==> config.mk <==
export PLATFORM = sky130hd
export DESIGN_NAME = tcc_ctrl
export DESIGN_NICKNAME = d
export VERILOG_FILES = /design/src/rtl/core/tcc_pkg.sv /design/src/rtl/core/tcc_ctrl.sv
export SDC_FILE = /design/constraint.sdc
export NUM_CORES = 1
export LEC_CHECK = 0
export BUFFER_PORTS_ARGS = -buffer_cell sky130_fd_sc_hd__buf_2
export CAP_MARGIN = 15
export CORE_AREA = 2 2 39 41
export DETAILED_ROUTE_END_ITERATION = 7
export DIE_AREA = 0 0 41 43
export PLACE_DENSITY = 0.55
export SLEW_MARGIN = 20
export SYNTH_ARGS = -nofsm -noshare
export SYNTH_HDL_FRONTEND = slang
export SYNTH_SLANG_ARGS = --single-unit
export TNS_END_PERCENT = 20
==> constraint.sdc <==
create_clock -name clk -period 1.7 [get_ports clk]
set_clock_uncertainty 0.1 [all_clocks]
set_input_delay 0.085 -clock clk [delete_from_list [all_inputs] [get_ports clk]]
set_output_delay 0.085 -clock clk [all_outputs]
set_load 0.01 [all_outputs]
==> src/rtl/core/tcc_pkg.sv <==
package tcc_pkg;

    // Default geometry of the console.
    localparam int DEF_COLUMNS   = 80;
    localparam int DEF_ROWS      = 25;
    localparam int DEF_TAB_WIDTH = 8;

    // Field widths of the stream words.
    localparam int ACTION_W  = 2;
    localparam int CODE_W    = 8;
    localparam int CADDR_W   = 11;
    localparam int ROW_FW    = 5;
    localparam int COL_FW    = 7;
    localparam int POS_FW    = 11;
    localparam int DATA_FW   = 16;
    localparam int ATTR_W    = 8;
    localparam int CFG_IDX_W = 1;

    // Stream word widths; the data words are padded to whole bytes.
    localparam int S_TDATA_W = 24;
    localparam int S_TUSER_W = 2;
    localparam int M_TDATA_W = 40;

    // Action codes.
    localparam logic [ACTION_W-1:0] ACT_PUT   = 2'd0;
    localparam logic [ACTION_W-1:0] ACT_READ  = 2'd1;
    localparam logic [ACTION_W-1:0] ACT_CLEAR = 2'd2;

    // Character codes.
    localparam logic [CODE_W-1:0] CH_BACKSPACE  = 8'h08;
    localparam logic [CODE_W-1:0] CH_TAB        = 8'h09;
    localparam logic [CODE_W-1:0] CH_LF         = 8'h0A;
    localparam logic [CODE_W-1:0] CH_CR         = 8'h0D;
    localparam logic [CODE_W-1:0] CH_SPACE      = 8'h20;
    localparam logic [CODE_W-1:0] CH_LAST_PRINT = 8'h7F;

    // Configuration register indexes and reset values.
    localparam logic [CFG_IDX_W-1:0] REG_TEXT_ATTR  = 1'd0;
    localparam logic [CFG_IDX_W-1:0] REG_BLANK_ATTR = 1'd1;
    localparam logic [ATTR_W-1:0]    TEXT_ATTR_RST  = 8'h07;
    localparam logic [ATTR_W-1:0]    BLANK_ATTR_RST = 8'h0F;

    // Controller states.
    typedef enum logic [2:0] {
        ST_WIPE,
        ST_IDLE,
        ST_EXEC,
        ST_SCROLL,
        ST_CLEAR,
        ST_FINISH
    } tcc_state_t;

    // Commands from the controller to the datapath.
    typedef struct packed {
        logic load_item;
        logic exec;
        logic wipe_step;
        logic scroll_step;
        logic load_out;
    } tcc_cmd_t;

    // Status from the datapath to the controller.
    typedef struct packed {
        logic [ACTION_W-1:0] action;
        logic                scroll_req;
        logic                wipe_last;
        logic                scroll_last;
        logic                out_free;
    } tcc_stat_t;

endpackage

==> src/rtl/core/tcc_ctrl.sv <==
module tcc_ctrl (
    input  logic             clk,
    input  logic             rst_n,
    input  logic             s_tvalid,
    output logic             s_tready,
    input  tcc_pkg::tcc_stat_t stat,
    output tcc_pkg::tcc_cmd_t  cmd
);
    import tcc_pkg::*;

    tcc_state_t state_reg;
    tcc_state_t state_next;
    logic       accept;

    // A new word is taken when idle, or when the finished result leaves.
    assign s_tready = (state_reg == ST_IDLE) || ((state_reg == ST_FINISH) && stat.out_free);
    assign accept   = s_tvalid && s_tready;

    // State register.
    always_ff @(posedge clk or negedge rst_n)
    begin
        if (!rst_n)
        begin
            state_reg <= ST_WIPE;
        end
        else
        begin
            state_reg <= state_next;
        end
    end

    // Next state.
    always_comb
    begin
        state_next = state_reg;
        unique case (state_reg)
            ST_WIPE:
            begin
                if (stat.wipe_last)
                begin
                    state_next = ST_IDLE;
                end
            end
            ST_IDLE:
            begin
                if (accept)
                begin
                    state_next = ST_EXEC;
                end
            end
            ST_EXEC:
            begin
                if (stat.action == ACT_CLEAR)
                begin
                    state_next = ST_CLEAR;
                end
                else if ((stat.action == ACT_PUT) && stat.scroll_req)
                begin
                    state_next = ST_SCROLL;
                end
                else
                begin
                    state_next = ST_FINISH;
                end
            end
            ST_SCROLL:
            begin
                if (stat.scroll_last)
                begin
                    state_next = ST_FINISH;
                end
            end
            ST_CLEAR:
            begin
                if (stat.wipe_last)
                begin
                    state_next = ST_FINISH;
                end
            end
            ST_FINISH:
            begin
                if (stat.out_free)
                begin
                    state_next = accept ? ST_EXEC : ST_IDLE;
                end
            end
            default:
            begin
                state_next = ST_WIPE;
            end
        endcase
    end

    // Commands to the datapath.
    always_comb
    begin
        cmd             = '0;
        cmd.load_item   = accept;
        cmd.exec        = (state_reg == ST_EXEC);
        cmd.wipe_step   = (state_reg == ST_WIPE) || (state_reg == ST_CLEAR);
        cmd.scroll_step = (state_reg == ST_SCROLL);
        cmd.load_out    = (state_reg == ST_FINISH) && stat.out_free;
    end

endmodule

==> results of run 1 <==
[Yosys cell counts, drive strengths merged]
library cell / count / area [sq um]
and2: 2 / 12.5
buf: 2 / 15.0
and2b: 2 / 16.3
a21oi: 3 / 15.0
inv: 3 / 11.3
or2b: 2 / 15.0
nand2b: 1 / 8.76
nor4b: 1 / 15.0
nor2: 3 / 11.3
a21o: 1 / 7.51
and3: 1 / 6.26
a2bb2oi: 1 / 8.76
nand2: 1 / 3.75
o2bb2ai: 1 / 8.76
mux2: 2 / 22.5
nor3b: 1 / 7.51
a22o: 1 / 8.76
dfrtp: 3 / 75.1
o22ai: 1 / 6.26
o32ai: 1 / 8.76
[cell families after synthesis]
group | synth area share [%]
AND/OR/NAND/NOR | 33.9
AO/OA/AOI/OAI | 22.5
buffers and inverters | 9.25
flip-flops | 26.4
multiplexers | 7.93
[layout make-up]
type                       instances  area, sq um  share of cell area (%)
inverter                           3         11.3                    2.81
tap                               16         20.0                    5.00
timing repair buffer              15         80.1                    20.0
clock buffer                       4         26.3                    6.56
multi-input combinational         25          186                    46.6
sequential                         3         76.3                    19.1
[power by group]
part	total, mW	internal [mW]	switching (mW)
registers	0.181	0.108	0.0728
logic	0.338	0.187	0.151
clock network	0.120	0.0877	0.0327
[metrics by stage]
| step | worst slack, ns | power (mW) | util [%] | cell area, sq um | hold WS [ns] |
|---|---|---|---|---|---|
| CTS | 0.0588 | 0.642 | 28.7 | 397 | 0.0381 |
| global placement | 0.287 | 0.511 | 25.9 | 359 | -0.217 |
| global route | 0.0760 | 0.697 | 28.9 | 400 | 0.0530 |
| detailed placement | 0.253 | 0.511 | 25.9 | 359 | -0.217 |
| finish | 0.139 | 0.639 | 28.9 | 400 | 0.0450 |
| floorplan | 0.291 | 0.428 | - | 284 | -0.311 |
[repair_timing]
item / 4_1_cts / 5_1_grt
endpoints found under the hold margin: 3 / 0
setup endpoints to repair: 1 / 1
pin swaps: 0 / 0
hold buffers: 1 / 0
resized for setup: 1 / 1
[path summary, 6_finish.rpt]
| check | endpoint | cells after the start | slack, ns | startpoint |
|---|---|---|---|---|
| worst max-delay path | cmd[4] | 4 | 0.14 | state_reg[1]$_DFFE_PN0P_ |
| worst min-delay path | state_reg[1]$_DFFE_PN0P_ | 2 | 0.04 | s_tvalid |
| worst max register to register | state_reg[0]$_DFFE_PN0P_ | 3 | 0.33 | state_reg[2]$_DFFE_PN0P_ |
| worst min register to register | state_reg[0]$_DFFE_PN0P_ | 1 | 0.54 | state_reg[0]$_DFFE_PN0P_ |
| max in group asynchronous | state_reg[0]$_DFFE_PN0P_ | 2 | 1.30 | rst_n |
| min in group asynchronous | state_reg[1]$_DFFE_PN0P_ | 2 | 0.08 | rst_n |
[routing by layer]
metal / track usage [%] / vias to the layer above / share of wire [%]
li1: - / 149 / -
met5: 0 / - / 0
met4: 6.00 / 0 / 0
met2: 11.6 / 7 / 52
met3: 3.14 / 0 / 6.7
met1: 11.7 / 144 / 41
[critical path: cells and delay by family, from the launching register on]
kind                   cells  cell delay (ns)
AOI/OAI and AO/OA          1             0.15
buffers and inverters      1             0.12
DFF                        1             0.44
and+or+nand+nor            2             0.43
==> flow_summary.ini, run 1 <==
[final_layout]
layout.cells.non_filler = 66
layout-drive-gt1-share_pct = 46.0
fin_nets = 60
syn2layout_area_growth_pct = 41.0
antenna_cells = 0
largest_register_ffs = 3
fillers = 160
mostFrequentLayoutCell = buf_2
final_cell_mix = buf_2 (14), nor2_1 (3), inv_1 (3), clkbuf_4 (3)

[sta]
hold_viol = 0
fin_tns_setup_ns = 0
post-route-period-util_pct = 91.8
slew_headroom_pct = 84.0
rsz0062_at_grt = no
slew_viol_final = 0
worst_pin_slew_ns = 0.240
max_freq_mhz = 640
finalSetupViolCount = 0
min_period_ns = 1.56

[drt]
wl_per_cell_um = 9.47
ant_nets = 0
drt_wl_total_um = 625
drt-pass1-iter-count = 4
vias = 300
drcViolationCount = 0
vias_per_cell = 4.55
drt_iter0_drc = 6

[setup_path]
crit_fanout = 7
max_stage_delay_ns = 0.44
crit_path_top_delay_cell = dfrtp_1
cp-start-kind = flop
cp-end-kind = output port
path_class = reg -> out
crit_arrival_ns = 1.38
crit_required_ns = 1.51
path_cells = or2b_1 -> a21oi_2 -> and2_1 -> buf_2

[yosys]
syn_avg_cell_area_sq_um = 8.61
synth_cell_types = 22
yosys_warnings = 0
ys_ff_latch = 3
synthCells = 33
mappedNetlistArea_sq_um = 284
yosysSeqAreaShare_pct = 26.4
synth.net_count = 42

[global_route]
grt_usage_pct = 8.86
grt.overflow.total = 0
grt_pass1_wl_mm = 1.03
antenna_found_initial = 0
grt_pass1_vias = 252
grt_max_degree = 12

[clocking]
cts_root_buf = clkbuf_4
clock_sink_count = 3
clockBufferDepth = 2
tritoncts = yes
clock_latency_ns = 0.23
clk_pin_slew_ns = 0.04
htreeDepth = 1
cts_buffers = 3
post_cts_buffers = 0

[die]
core_sq_um = 1380
design.die.area_sq_um = 1760
placementRows = 14
pin_count = 15
die_w_um = 41
start_util_pct = 20.5
die_h_um = 43

[power]
cellPowerDensity_nw_per_um2 = 1600
p_leak_nw = 0.207
vdd_drop_max_mv = 0.474

[placed_design]
hpwl_um = 503
gp_congestion = 0.728
placed_cells = 61
port_buffers = 14

[outcome]
status = completed

[run]
cap_violations = 0

[worst_hold_path]
hold_class = in -> reg
Power figures use the tool's default switching activity.
==> run 2: changes to the inputs <==
==> constraint.sdc (replaced) <==
create_clock -name clk -period 1.7 [get_ports clk]
set_clock_uncertainty 0.1 [all_clocks]
set_input_delay 0.34 -clock clk [delete_from_list [all_inputs] [get_ports clk]]
set_output_delay 0.34 -clock clk [all_outputs]
set_load 0.01 [all_outputs]
==> run 2 against run 1 <==
Global-route usage shrank 0.31 points. Clock-buffer cell count stayed put. Register-to-register slack improved by 0.03 ns. Clock power about the same. First-iteration DRC count down 67%. Wire length rose by 0.48%. Final cell count rose by 3.0%. Hold slack improved by 0.24 ns. Fmax fell by 7.7%. Via count grew 0.33%. Largest cell class unchanged.
==> flow_summary.ini, run 2 (same netlist as run 1, synthesis figures left out) <==
[outcome]
status = completed

[clocking]
post_cts_buffers = 0
clockBufferDepth = 2
clk_pin_slew_ns = 0.04
clock_sink_count = 3
cts_root_buf = clkbuf_4
cts_buffers = 3
clock_latency_ns = 0.23
htreeDepth = 1
tritoncts = yes

[final_layout]
antenna_cells = 0
final_util_pct = 30.0
final_cell_mix = buf_2 (14), nor2_1 (3), inv_1 (3), clkbuf_4 (3)
largest_register_ffs = 3
stdcell_area_sq_um = 415
syn2layout_area_growth_pct = 46.3
layout-drive-gt1-share_pct = 48.1
fillers = 160
mostFrequentLayoutCell = buf_2
layout.cells.non_filler = 68
fin_nets = 62

[setup_path]
path_class = reg -> out
crit_arrival_ns = 1.25
crit_required_ns = 1.26
cp-end-kind = output port
cp-start-kind = flop
crit_fanout = 3

[power]
p_leak_nw = 0.217
cellPowerDensity_nw_per_um2 = 1620
vdd_drop_max_mv = 0.473
power_uw = 674

[global_route]
grt_pass1_wl_mm = 1.00
grt_pass1_vias = 264
grt_usage_pct = 8.55
antenna_found_initial = 0
grt_max_degree = 11
grt.overflow.total = 0

[drt]
drt_wl_total_um = 628
drt-pass1-iter-count = 3
vias_per_cell = 4.43
ant_nets = 0
drt_iter0_drc = 2
drcViolationCount = 0
vias = 301
wl_per_cell_um = 9.24

[placed_design]
gp_congestion = 0.781
hpwl_um = 509
pre_cts_slack_ns = 0.199
placed_cells = 63
port_buffers = 14
post_dp_cell_area_sq_um = 374

[sta]
layout_setup_ws_ns = 0.00918
worst_pin_slew_ns = 0.228
fin_tns_setup_ns = 0
rsz0062_at_grt = yes
max_freq_mhz = 591
slew_viol_final = 0
finalSetupViolCount = 0
hold_slack_ns = 0.289
slew_headroom_pct = 84.7
min_period_ns = 1.69
post-route-period-util_pct = 99.5
hold_viol = 0

[die]
die_h_um = 43
placementRows = 14
core_sq_um = 1380
pin_count = 15
start_util_pct = 20.5
design.die.area_sq_um = 1760
die_w_um = 41

[worst_hold_path]
hold_class = in -> reg

[run]
cap_violations = 0
-- run 2: changes by cell type in the layout (fill, tap and decap cells not counted) --
cell,change
buf_4,+2
-- run 2: critical path: stages (launching register included) --
cell	delay (ns)
dfrtp_1	0.37
or2b_1	0.26
a21oi_2	0.15
and2_1	0.13
buf_2	0.12
-- run 2: worst paths after layout --
check / from / endpoint / slack, ns / depth (start not counted)
max in group asynchronous: rst_n / state_reg[2]$_DFFE_PN0P_ / 1.05 / 2
worst min-delay path: s_tvalid / state_reg[1]$_DFFE_PN0P_ / 0.29 / 2
worst min register to register: state_reg[2]$_DFFE_PN0P_ / state_reg[1]$_DFFE_PN0P_ / 0.57 / 2
worst max register to register: state_reg[0]$_DFFE_PN0P_ / state_reg[0]$_DFFE_PN0P_ / 0.36 / 4
worst max-delay path: state_reg[1]$_DFFE_PN0P_ / cmd[4] / 0.009 / 4
min in group asynchronous: rst_n / state_reg[1]$_DFFE_PN0P_ / 0.33 / 2
-- run 2: power by group --
part	switching [mW]	internal, mW	total [mW]
clock network	0.0339	0.0878	0.122
registers	0.0310	0.108	0.138
logic	0.198	0.216	0.413
-- run 2: final cells by class --
type                    instances  area [sq um]  area share, %
repair buffers                 17          95.1           22.9
flip-flops and latches          3          76.3           18.4
clock buffers                   4          26.3           6.33
multi-input cells              25           186           44.9
inverters                       3          11.3           2.71
well taps                      16          20.0           4.82
-- run 2: timing repair --
action / in CTS / in global routing
endpoints found under the setup margin: 1 / 2
resized for setup: 1 / 1
hold buffers: 1 / 0
hold endpoints to repair: 3 / 0
-- run 2: metal layers --
layer	vias up	wire length [um]	track usage (%)
met1	139	286	10.7
met2	7	307	11.6
li1	155	-	-
met4	0	0	4.00
met3	0	34	4.71
met5	-	0	0
==> run 3: changes to the inputs <==
--- a/config.mk
+++ b/config.mk
@@ -5,12 +5,12 @@
 export SDC_FILE = /design/constraint.sdc
 export NUM_CORES = 1
 export LEC_CHECK = 0
-export BUFFER_PORTS_ARGS = -buffer_cell sky130_fd_sc_hd__buf_2
 export CAP_MARGIN = 15
 export CORE_AREA = 2 2 39 41
 export DETAILED_ROUTE_END_ITERATION = 7
 export DIE_AREA = 0 0 41 43
-export PLACE_DENSITY = 0.55
+export DONT_BUFFER_PORTS = 1
+export PLACE_DENSITY = 0.45
 export SLEW_MARGIN = 20
 export SYNTH_ARGS = -nofsm -noshare
 export SYNTH_HDL_FRONTEND = slang
==> run 3 against run 2 <==
Clock-buffer cell count unchanged. Hold slack got worse by 0.13 ns. Cell area shrank 16%. Clock power is essentially flat.
==> flow_summary.ini, run 3 (same netlist as run 1, synthesis figures left out) <==
[worst_hold_path]
whs_endpoint = state_reg[1]$_DFFE_PN0P_
hp-start = s_tvalid
hold_class = in -> reg
whs_path_depth = 1

[setup_path]
rr_startpoint = state_reg[2]$_DFFE_PN0P_
crit_arrival_ns = 1.19
path_delay_family = simple AND/OR/NAND/NOR gates
r2r_end = state_reg[0]$_DFFE_PN0P_
path_class = reg -> out
path_cells = or2b_1 -> a21oi_1 -> and2_1
cp-start-kind = flop
path_buf_inv = 0
crit_path_top_delay_cell = dfrtp_1
ff2ff_setup_slack_ns = 0.32
max_stage_delay_ns = 0.36
ff2ff_path_depth = 3
crit_required_ns = 1.26
crit_fanout = 3
cp-end-kind = output port

[die]
start_util_pct = 20.5
pin_count = 15
die_h_um = 43
die_w_um = 41
design.die.area_sq_um = 1760
placementRows = 14
core_sq_um = 1380

[sta]
min_period_ns = 1.63
fin_tns_setup_ns = 0
post-route-period-util_pct = 96.0
layout_setup_ws_ns = 0.0684
worst_pin_slew_ns = 0.287
hold_viol = 0
rsz0062_at_grt = no
slew_headroom_pct = 80.8
finalSetupViolCount = 0
slew_viol_final = 0
max_freq_mhz = 613

[drt]
wl_per_cell_um = 12.0
drt_wl_total_um = 660
vias_per_cell = 4.80
drcViolationCount = 0
ant_nets = 0
drt-pass1-iter-count = 4
vias = 264
drt_iter0_drc = 2

[final_layout]
fin_nets = 49
layout-drive-gt1-share_pct = 25.6
syn2layout_area_growth_pct = 22.5
layout.cells.non_filler = 55
largest_register_ffs = 3
antenna_cells = 0

[power]
cellPowerDensity_nw_per_um2 = 1820
vdd_drop_max_mv = 0.630
power_uw = 635
p_leak_nw = 0.162

[global_route]
antenna_found_initial = 0
grt_max_degree = 11
grt_pass1_vias = 248
grt_usage_pct = 9.35
grt_pass1_wl_mm = 1.06
grt.overflow.total = 0

[placed_design]
placed_cells = 50
port_buffers = 0
gp_congestion = 0.765
pre_cts_slack_ns = 0.307

[clocking]
clk_pin_slew_ns = 0.03
tritoncts = yes
cts_buffers = 3
clock_sink_count = 3
cts_root_buf = clkbuf_4
clockBufferDepth = 2
htreeDepth = 1
clock_latency_ns = 0.23
post_cts_buffers = 0
ctsResizeCount = 0
hold_buffers = 1

[outcome]
status = completed

[run]
cap_violations = 0
[run 3: changes by cell type in the layout (fill, tap and decap cells not counted), sizes merged]
| cell | previous run | this run |
|---|---|---|
| buf | 16 | 3 |
[run 3: cell type report]
| type | instances | area [sq um] |
|---|---|---|
| Clock buffer | 4 | 26.3 |
| Fill cell | 162 | 1040 |
| Inverter | 3 | 11.3 |
| Multi-Input combinational cell | 25 | 183 |
| Sequential cell | 3 | 75.1 |
| Tap cell | 16 | 20.0 |
| Timing Repair Buffer | 4 | 32.5 |
[run 3: how the worst max path moves through the flow]
stage	start	to	slack, ns	cells past startpoint
final	state_reg[1]$_DFFE_PN0P_	cmd[4]	0.07	3
after CTS	state_reg[1]$_DFFE_PN0P_	cmd[4]	0.05	3
after floorplan	state_reg[1]$_DFFE_PN0P_	cmd[4]	0.04	4
after global placement	state_reg[1]$_DFFE_PN0P_	cmd[4]	0.32	3
after global routing	state_reg[1]$_DFFE_PN0P_	cmd[4]	0.005	3
after detailed placement	state_reg[1]$_DFFE_PN0P_	cmd[4]	0.31	3
[run 3: power by group]
| part | internal (mW) | switching [mW] | total (mW) |
|---|---|---|---|
| clock | 0.0876 | 0.0330 | 0.121 |
| combinational | 0.189 | 0.191 | 0.380 |
| sequential | 0.105 | 0.0287 | 0.134 |
| total | 0.382 | 0.253 | 0.635 |
[run 3: layer usage]
metal / GRT usage [%] / vias up / part of all wire [%]
li1: - / 130 / -
met5: 0 / - / 0
met1: 11.3 / 118 / 42
met2: 11.9 / 16 / 46
met3: 8.90 / 0 / 11
met4: 2.00 / 0 / 0
[run 3: per-stage QoR]
| stage | hold WS (ns) | utilization, % | area, sq um |
|---|---|---|---|
| floorplan | -0.0556 | - | 284 |
| global placement | -0.0555 | 22.5 | 312 |
| detailed placement | -0.0555 | 22.5 | 312 |
| CTS | 0.151 | 25.1 | 348 |
| global route | 0.149 | 25.1 | 348 |
| finish | 0.154 | 25.1 | 348 |
[run 3: worst register-to-register path, delay by kind of cell, from the launching register on]
family             cells  cell delay [ns]
AOI/OAI and AO/OA      2             0.35
DFF                    1             0.46
muxes                  1             0.35
